`src/rtl/core/bat_pkg.sv`:
```
// Shared types and codes for the breakpoint address table.
`default_nettype none

package bat_pkg;

  // Request command codes.
  localparam logic CMD_INSERT = 1'b0;
  localparam logic CMD_REMOVE = 1'b1;

  // Widths of the reported response fields.
  localparam int SLOT_W  = 4;
  localparam int COUNT_W = 5;

  // Response status codes.
  typedef enum logic [2:0] {
    ST_INSERTED = 3'd0,
    ST_PRESENT  = 3'd1,
    ST_FULL     = 3'd2,
    ST_REMOVED  = 3'd3,
    ST_MISSING  = 3'd4
  } status_t;

  // Commands from the controller to the datapath.
  typedef struct packed {
    logic    start;
    logic    search;
    logic    shift;
    logic    append;
    logic    load;
    status_t res_status;
  } dp_cmd_t;

  // Status from the datapath to the controller.
  typedef struct packed {
    logic is_remove;
    logic hit;
    logic scan_done;
    logic full;
    logic out_busy;
  } dp_sts_t;

endpackage

`default_nettype wire

```
`src/rtl/core/bat_channels.sv`:
```
// Request and response channel interfaces of the breakpoint address table.
`default_nettype none

interface bat_req_if;
  logic        valid;
  logic        ready;
  logic        command;
  logic [31:0] address;

  modport source (output valid, output command, output address, input ready);
  modport sink (input valid, input command, input address, output ready);
endinterface

interface bat_rsp_if;
  logic       valid;
  logic       ready;
  logic [2:0] status;
  logic [3:0] slot;
  logic [4:0] entry_count;

  modport source (output valid, output status, output slot, output entry_count, input ready);
  modport sink (input valid, input status, input slot, input entry_count, output ready);
endinterface

`default_nettype wire

```
`src/rtl/core/bat_ctrl.sv`:
```
// Sequencing state machine of the breakpoint address table.
`default_nettype none

module bat_ctrl import bat_pkg::*; (
  input  logic    clk,
  input  logic    rst,
  input  logic    in_valid,
  output logic    in_ready,
  input  dp_sts_t sts,
  output dp_cmd_t cmd
);

  typedef enum logic [2:0] {
    S_IDLE,
    S_SEARCH,
    S_SHIFT,
    S_APPEND,
    S_FINISH
  } state_t;

  state_t  state, state_next;
  status_t res_status, res_status_next;

  // Next state and the status code to report.
  always_comb begin
    state_next      = state;
    res_status_next = res_status;
    case (state)
      S_IDLE: begin
        if (in_valid) begin
          state_next = S_SEARCH;
        end
      end
      S_SEARCH: begin
        if (sts.hit) begin
          if (sts.is_remove) begin
            res_status_next = ST_REMOVED;
            state_next      = S_SHIFT;
          end else begin
            res_status_next = ST_PRESENT;
            state_next      = S_FINISH;
          end
        end else if (sts.scan_done) begin
          if (sts.is_remove) begin
            res_status_next = ST_MISSING;
            state_next      = S_FINISH;
          end else if (sts.full) begin
            res_status_next = ST_FULL;
            state_next      = S_FINISH;
          end else begin
            res_status_next = ST_INSERTED;
            state_next      = S_APPEND;
          end
        end
      end
      S_SHIFT: begin
        if (sts.scan_done) begin
          state_next = S_FINISH;
        end
      end
      S_APPEND: begin
        state_next = S_FINISH;
      end
      S_FINISH: begin
        if (!sts.out_busy) begin
          state_next = S_IDLE;
        end
      end
      default: begin
        state_next = S_IDLE;
      end
    endcase
  end

  // State and the registered status code.
  always_ff @(posedge clk) begin
    if (rst) begin
      state      <= S_IDLE;
      res_status <= ST_INSERTED;
    end else begin
      state      <= state_next;
      res_status <= res_status_next;
    end
  end

  // Commands follow the current state.
  assign in_ready       = (state == S_IDLE);
  assign cmd.start      = (state == S_IDLE) && in_valid;
  assign cmd.search     = (state == S_SEARCH);
  assign cmd.shift      = (state == S_SHIFT);
  assign cmd.append     = (state == S_APPEND);
  assign cmd.load       = (state == S_FINISH) && !sts.out_busy;
  assign cmd.res_status = res_status;

endmodule

`default_nettype wire

```
`src/rtl/core/bat_datapath.sv`:
```
// Address store, scan pointer, fill count and response register of the table.
`default_nettype none

module bat_datapath import bat_pkg::*; #(
  parameter int TABLE_DEPTH = 16
) (
  input  logic               clk,
  input  logic               rst,
  input  logic               in_command,
  input  logic [31:0]        in_address,
  input  dp_cmd_t            cmd,
  output dp_sts_t            sts,
  output logic               out_valid,
  input  logic               out_ready,
  output logic [2:0]         out_status,
  output logic [SLOT_W-1:0]  out_slot,
  output logic [COUNT_W-1:0] out_entry_count
);

  localparam int IDX_W = (TABLE_DEPTH > 1) ? $clog2(TABLE_DEPTH) : 1;
  localparam int CNT_W = $clog2(TABLE_DEPTH + 1);

  logic              req_command;
  logic [31:0]       req_address;
  logic [31:0]       mem [TABLE_DEPTH];
  logic [CNT_W-1:0]  count;
  logic [CNT_W-1:0]  scan;
  logic              rd_valid;
  logic [IDX_W-1:0]  rd_idx;
  logic [31:0]       rd_data;
  logic [IDX_W-1:0]  slot_reg;

  logic              scan_live;
  logic              match;
  logic              search_hit;
  logic              scan_done;
  logic              step;
  logic              rd_en;
  logic              wr_en;
  logic [IDX_W-1:0]  wr_addr;
  logic [31:0]       wr_data;
  logic              zero_slot;
  logic [IDX_W+SLOT_W-1:0]  slot_wide;
  logic [CNT_W+COUNT_W-1:0] count_wide;

  // Compare and progress flags.
  assign scan_live  = (scan < count);
  assign match      = rd_valid && (rd_data == req_address);
  assign search_hit = cmd.search && match;
  assign scan_done  = !scan_live && !rd_valid;
  assign step       = cmd.search || cmd.shift;
  assign rd_en      = step && scan_live;

  assign sts.is_remove = (req_command == CMD_REMOVE);
  assign sts.hit       = match;
  assign sts.scan_done = scan_done;
  assign sts.full      = (count == CNT_W'(TABLE_DEPTH));
  assign sts.out_busy  = out_valid && !out_ready;

  // Write port: append at the fill count, or move an entry down one slot.
  assign wr_en   = cmd.append || (cmd.shift && rd_valid);
  assign wr_addr = cmd.append ? count[IDX_W-1:0] : (rd_idx - IDX_W'(1));
  assign wr_data = cmd.append ? req_address : rd_data;

  always_ff @(posedge clk) begin
    if (wr_en) begin
      mem[wr_addr] <= wr_data;
    end
  end

  // Registered read port, driven by the scan pointer.
  always_ff @(posedge clk) begin
    if (rd_en) begin
      rd_data <= mem[scan[IDX_W-1:0]];
      rd_idx  <= scan[IDX_W-1:0];
    end
  end

  // Scan pointer and read pipeline flag. A search hit restarts the scan just
  // past the matching slot, which is where a removal starts moving entries.
  always_ff @(posedge clk) begin
    if (rst) begin
      scan     <= '0;
      rd_valid <= 1'b0;
    end else if (cmd.start) begin
      scan     <= '0;
      rd_valid <= 1'b0;
    end else if (search_hit) begin
      scan     <= CNT_W'(rd_idx) + CNT_W'(1);
      rd_valid <= 1'b0;
    end else if (step) begin
      if (scan_live) begin
        scan <= scan + CNT_W'(1);
      end
      rd_valid <= scan_live;
    end
  end

  // Latched request.
  always_ff @(posedge clk) begin
    if (cmd.start) begin
      req_command <= in_command;
      req_address <= in_address;
    end
  end

  // Fill count: grows on append, shrinks when a removal's move finishes.
  always_ff @(posedge clk) begin
    if (rst) begin
      count <= '0;
    end else if (cmd.append) begin
      count <= count + CNT_W'(1);
    end else if (cmd.shift && scan_done) begin
      count <= count - CNT_W'(1);
    end
  end

  // Slot to report.
  always_ff @(posedge clk) begin
    if (search_hit) begin
      slot_reg <= rd_idx;
    end else if (cmd.append) begin
      slot_reg <= count[IDX_W-1:0];
    end
  end

  // Response register; a full table or a missing address reports slot zero.
  assign zero_slot  = (cmd.res_status == ST_FULL) || (cmd.res_status == ST_MISSING);
  assign slot_wide  = zero_slot ? '0 : {{SLOT_W{1'b0}}, slot_reg};
  assign count_wide = {{COUNT_W{1'b0}}, count};

  always_ff @(posedge clk) begin
    if (rst) begin
      out_valid <= 1'b0;
    end else if (cmd.load) begin
      out_valid <= 1'b1;
    end else if (out_ready) begin
      out_valid <= 1'b0;
    end
  end

  always_ff @(posedge clk) begin
    if (cmd.load) begin
      out_status      <= cmd.res_status;
      out_slot        <= slot_wide[SLOT_W-1:0];
      out_entry_count <= count_wide[COUNT_W-1:0];
    end
  end

  // The fill count never passes the table depth.
  assert property (@(posedge clk) disable iff (rst)
    count <= CNT_W'(TABLE_DEPTH))
    else $error("fill count beyond table depth");

  // An append only happens when the table has room.
  assert property (@(posedge clk) disable iff (rst)
    cmd.append |-> (count < CNT_W'(TABLE_DEPTH)))
    else $error("append into a full table");

  // An entry move never targets below slot zero.
  assert property (@(posedge clk) disable iff (rst)
    (cmd.shift && rd_valid) |-> (rd_idx != '0))
    else $error("entry move from slot zero");

  // A loaded response shows up as valid; a load waits until the previous one has left or leaves now.
  assert property (@(posedge clk) disable iff (rst)
    cmd.load |=> out_valid)
    else $error("loaded response not presented");

endmodule

`default_nettype wire

```
`src/rtl/core/breakpoint_address_table.sv`:
```
// Top level of the breakpoint address table: controller plus datapath.
//
//   channel  direction  payload                          transfers when
//   req      in         command, address                 req.valid && req.ready
//   rsp      out        status, slot, entry_count        rsp.valid && rsp.ready
//
// One request is handled at a time. The response takes longest to load for an
// insert of a new address and for a removal of any entry but the last. The scan
// over the single-read-port address store sets this: one entry per cycle through
// a registered read, and a last step to see the scan end. A removal then moves
// the later entries down one slot. The controller then goes back to idle before
// it takes the next request.
// A finished response waits while the previous one still sits in the output
// register, and a new request is taken while the latest response waits there.
// Reset (synchronous, active high) empties the table; no clearing pass is run.
`default_nettype none

module breakpoint_address_table import bat_pkg::*; #(
  parameter int TABLE_DEPTH = 16
) (
  input  logic      clk,
  input  logic      rst,
  bat_req_if.sink   req,
  bat_rsp_if.source rsp
);

  dp_cmd_t cmd;
  dp_sts_t sts;
  logic    in_ready;

  // Sequencer.
  bat_ctrl u_ctrl (
    .clk      (clk),
    .rst      (rst),
    .in_valid (req.valid),
    .in_ready (in_ready),
    .sts      (sts),
    .cmd      (cmd)
  );

  // Storage, scan and response register.
  bat_datapath #(
    .TABLE_DEPTH (TABLE_DEPTH)
  ) u_datapath (
    .clk             (clk),
    .rst             (rst),
    .in_command      (req.command),
    .in_address      (req.address),
    .cmd             (cmd),
    .sts             (sts),
    .out_valid       (rsp.valid),
    .out_ready       (rsp.ready),
    .out_status      (rsp.status),
    .out_slot        (rsp.slot),
    .out_entry_count (rsp.entry_count)
  );

  assign req.ready = in_ready;

  // A request is taken only when the controller is idle, and then a search starts.
  assert property (@(posedge clk) disable iff (rst)
    (req.valid && req.ready) |=> !req.ready)
    else $error("second request taken while busy");

  // A response never reports more entries than the table holds.
  assert property (@(posedge clk) disable iff (rst)
    (rsp.valid && (TABLE_DEPTH < 32)) |-> (32'(rsp.entry_count) <= 32'(TABLE_DEPTH)))
    else $error("reported count beyond table depth");

  // A full-table or not-found response always reports slot zero.
  assert property (@(posedge clk) disable iff (rst)
    (rsp.valid && ((rsp.status == ST_FULL) || (rsp.status == ST_MISSING)))
      |-> (rsp.slot == '0))
    else $error("nonzero slot on a miss");

endmodule

`default_nettype wire
```
`src/flat_wrapper.sv`:
```
// flat-port wrapper written by rule: the top's interface ports become plain ports
module breakpoint_address_table_flat import bat_pkg::*;
#(
  parameter int TABLE_DEPTH = 16
)
  (clk, rst, req_valid, req_command, req_address, req_ready, rsp_valid, rsp_status, rsp_slot, rsp_entry_count, rsp_ready);
  bat_req_if req_i ();
  bat_rsp_if rsp_i ();
  input  logic clk;
  input  logic rst;
  input wire logic [$bits(req_i.valid)-1:0] req_valid;
  input wire logic [$bits(req_i.command)-1:0] req_command;
  input wire logic [$bits(req_i.address)-1:0] req_address;
  output wire logic [$bits(req_i.ready)-1:0] req_ready;
  output wire logic [$bits(rsp_i.valid)-1:0] rsp_valid;
  output wire logic [$bits(rsp_i.status)-1:0] rsp_status;
  output wire logic [$bits(rsp_i.slot)-1:0] rsp_slot;
  output wire logic [$bits(rsp_i.entry_count)-1:0] rsp_entry_count;
  input wire logic [$bits(rsp_i.ready)-1:0] rsp_ready;
  assign req_i.valid = req_valid;
  assign req_i.command = req_command;
  assign req_i.address = req_address;
  assign req_ready = req_i.ready;
  assign rsp_valid = rsp_i.valid;
  assign rsp_status = rsp_i.status;
  assign rsp_slot = rsp_i.slot;
  assign rsp_entry_count = rsp_i.entry_count;
  assign rsp_i.ready = rsp_ready;
  breakpoint_address_table #(.TABLE_DEPTH(TABLE_DEPTH)) u_core (.clk(clk), .rst(rst), .req(req_i), .rsp(rsp_i));
endmodule
```
`config.mk`:
```
export PLATFORM = sky130hd
export DESIGN_NAME = breakpoint_address_table_flat
export DESIGN_NICKNAME = d
export VERILOG_FILES = /design/src/rtl/core/bat_pkg.sv /design/src/rtl/core/bat_channels.sv /design/src/rtl/core/bat_ctrl.sv /design/src/rtl/core/bat_datapath.sv /design/src/rtl/core/breakpoint_address_table.sv /design/src/flat_wrapper.sv
export SDC_FILE = /design/constraint.sdc
export NUM_CORES = 1
export LEC_CHECK = 0
export BUFFER_PORTS_ARGS = -buffer_cell sky130_fd_sc_hd__buf_4
export CORE_MARGIN = 3
export CORE_UTILIZATION = 50
export DETAILED_ROUTE_END_ITERATION = 6
export PLACE_DENSITY = 0.69
export SLEW_MARGIN = 20
export SYNTH_ARGS = -nofsm -noshare
export SYNTH_HDL_FRONTEND = slang
export SYNTH_HIERARCHICAL = 1
export SYNTH_SLANG_ARGS = --single-unit
export TNS_END_PERCENT = 100
```
`constraint.sdc`:
```
create_clock -name clk -period 7.23 [get_ports clk]
set_input_delay 1.0845 -clock clk [delete_from_list [all_inputs] [get_ports clk]]
set_output_delay 1.0845 -clock clk [all_outputs]
set_load 0.01 [all_outputs]
```
==> impl_metrics.py <==
metrics = {
    "cts": {
        "cts.repair.resized": 0,
        "clock_latency_ns": 0.63,
        "cts_buffers": 59,
        "root_buffer": "clkbuf_16",
        "clk_pin_slew_ns": 0.07,
        "cts.sinks": 615,
        "cts_post_setup_buffers_inserted": 0,
        "cts.hold.buffers_added": 0,
        "clock_path_buffers": 3,
        "ctsHtreeMaxLevel": 2,
        "cts_tree": "built",
    },
    "grt": {
        "grt_max_degree": 70,
        "grt_overflow": 0,
        "grt_pass1_vias": 11200,
        "antenna_found_initial": 0,
        "track_usage": 0.199,
        "grt_pass1_wl_mm": 73.8,
    },
    "logic_synthesis": {
        "synth-edff-count": 597,
        "synth-xor-area-share": 0.0160,
        "yosysWarningCount": 6,
        "ys_types": 56,
        "synth_compound_area_frac": 0.0124,
        "synth_flop_cell": "edfxtp_1",
        "seq_area_frac_synth": 0.759,
        "synthTopCellsByArea": "edfxtp_1 74%, mux4_2 15%, mux2_2 1.6%, dfxtp_1 1.5%, xnor2_1 1.3%",
        "syn_area_per_cell_um2": 22.2,
        "synth_area_mm2": 0.0241,
        "muxShareOfSynthArea": 0.170,
        "ys_ff_latch": 615,
        "synth_top_area_frac": 0.744,
        "synth-adder-area-share": 0.00551,
        "yosysTopAreaCell": "edfxtp_1",
        "synthSimpleGateAreaFrac": 0.0228,
        "syn_nets": 1132,
        "async_reset_ff_frac": 0,
        "synth_top_family_by_area": "multiplexers",
        "syn_inst": 1085,
    },
    "power_and_ir_drop": {
        "power_frac_comb": 0.134,
        "p_sw_mw": 2.12,
        "pwr-share-seq": 0.522,
        "switching_share": 0.251,
        "finalPower_mw": 8.43,
        "power.leakage_nw": 8.39,
        "max-vdd-ir-drop_mv": 0.232,
        "p_int_mw": 6.31,
        "power.density_mw_per_mm2": 311,
        "pwr-share-clk": 0.344,
    },
    "finish": {
        "fin_area_mm2": 0.0271,
        "mostFrequentLayoutCells": "597 x edfxtp_1, 160 x mux4_2, 72 x buf_4",
        "fin_cells": 1823,
        "nNetsFinal": 1217,
        "drive_above_1_share": 0.317,
        "largest_reg_flops": 512,
        "fillers": 3376,
        "reg_top3": "u_core/u_datapath/mem: 512 flops, u_core/u_datapath/rd_data: 32 flops, u_core/u_datapath/req_address: 32 flops",
        "n_antenna_cell": 0,
        "syn_to_final_growth_pct": 12.7,
        "top_register": "u_core/u_datapath/mem",
        "layout.cells.most_common": "edfxtp_1",
    },
    "drt": {
        "drt_iter0_drc": 1202,
        "drc": 0,
        "first_pass_iters": 5,
        "vias": 11000,
        "wl_mm": 49.2,
        "ant_nets": 0,
        "wire_per_inst_um": 27.0,
        "viasPerCell": 6.05,
    },
    "timing": {
        "tightest_slew_ns": 1.06,
        "fmax_mhz": 252,
        "hold_violations": 0,
        "rsz0062_at_grt": "no",
        "hold_ws_ns": 0.485,
        "setup_violations": 0,
        "final.period_utilization": 0.549,
        "layout_min_cycle_time_ns": 3.97,
        "finalMaxSlewViolations": 0,
        "fin_skew_ns": 0.0296,
        "timing.setup.tns_ns": 0,
        "relSlewSlack": 0.296,
    },
    "critical_path": {
        "path_class": "reg2reg",
        "required_ns": 7.71,
        "worstPathMaxFanout": 20,
        "startpoint": "u_core/u_datapath/req_address[2]$_DFFE_PP_",
        "slowest_stage": "nand4_1",
        "critPathCaptureType": "register",
        "cp-start-kind": "register",
        "slowest_delay_ns": 0.89,
        "worstReg2RegStart": "u_core/u_datapath/req_address[2]$_DFFE_PP_",
        "path_cells": "xnor2_1 -> nand4_1 -> nor4_1 -> nand4_1 -> o21ai_1 -> ha_1 -> nand3_1 -> o21a_1 -> o21ai_1 -> a21boi_1",
        "cp.arrival_ns": 4.46,
    },
    "die": {
        "die_h_um": 225,
        "std_cell_rows": 79,
        "pin_count": 51,
        "core_mm2": 0.0471,
        "die_area_mm2": 0.0508,
        "start_util": 0.512,
        "die_w_um": 225,
    },
    "placement": {
        "io_buffers": 50,
        "place_area_mm2": 0.0252,
        "place.gp.congestion": 0.775,
        "placed_cells": 1713,
        "hpwl_mm": 27.4,
    },
    "outcome": {
        "status": "finished, final reports clean",
    },
    "hold_path": {
        "worstHoldStart": "u_core/u_ctrl/res_status[0]$_SDFFE_PP0P_",
        "hold_path_class": "reg2reg",
    },
    "job": {
        "cap_violations": 0,
    },
}
==> power groups by stage <==
stage | sequential, mW | clock [mW] | combinational [mW]
final | 4.40 | 2.90 | 1.13
after global routing | 4.42 | 3.09 | 1.22
after CTS | 4.41 | 2.96 | 1.14
after detailed placement | 4.48 | 0 | 1.14
after global placement | 4.47 | 0 | 1.11
after floorplan | 4.40 | 0 | 0.836
==> metal layers <==
| metal | track usage | wire length (µm) |
|---|---|---|
| met1 | 0.293 | 20900 |
| met2 | 0.314 | 23800 |
| met3 | 0.0314 | 3310 |
| met4 | 0.0631 | 1180 |
| met5 | 0 | 0 |
==> area by class of cell <==
class / instances / area, µm² / share of cell area
Sequential cell: 615 / 18300 / 0.674
Multi-Input combinational cell: 407 / 5580 / 0.206
Clock buffer: 69 / 1540 / 0.0566
Tap cell: 607 / 759 / 0.0280
Timing Repair Buffer: 76 / 643 / 0.0237
Clock inverter: 38 / 289 / 0.0106
Inverter: 11 / 41.3 / 0.00152
==> logic make-up (layout without fill, tap and decap cells) <==
kind of cell	Yosys count	after routing
simple gates	108	108
buf+inv	63	194
mux	204	204
flops	615	615
compound gates	41	41
fa+ha+maj	10	10
xor+xnor	44	44
==> cells in the mapped netlist, types with 5 or more instances <==
master    instances
a21oi_1           7
buf_2             7
buf_6            11
clkbuf_1         27
dfxtp_1          18
edfxtp_1        597
ha_1              9
inv_1             9
mux2_2           34
mux2i_1           7
mux4_2          160
nand2_1          23
nand3_1           7
nand4_1          10
nor2_1           37
nor2b_1           7
nor3_1            5
o21ai_1           9
xnor2_1          35
xor2_1            9
==> metrics by stage <==
stage,util,worst slack [ns]
2_1_floorplan,-,3.92
3_3_place_gp,0.536,3.48
3_5_place_dp,0.536,3.39
4_1_cts,0.575,3.38
5_1_grt,0.577,2.97
6_report,0.577,3.26
==> final timing paths <==
| path | endpoint | slack [ns] | depth (start not counted) |
|---|---|---|---|
| min | u_core/u_datapath/out_status[0]$_DFFE_PP_ | 0.48 | 0 |
| min reg2reg | u_core/u_datapath/out_status[0]$_DFFE_PP_ | 0.48 | 0 |
| max | u_core/u_datapath/scan[4]$_SDFFE_PP0P_ | 3.26 | 10 |
| max reg2reg | u_core/u_datapath/scan[4]$_SDFFE_PP0P_ | 3.26 | 10 |
==> critical path: cells and delay by family, from the launching register on <==
| kind | cells | cell delay [ns] |
|---|---|---|
| AO/OA/AOI/OAI | 4 | 0.83 |
| XOR/XNOR | 1 | 0.32 |
| adder cells (fa/ha/maj) | 1 | 0.26 |
| flip-flops | 1 | 0.39 |
| AND/OR/NAND/NOR | 4 | 2.04 |
No activity file was read; power rests on OpenSTA's default activity.
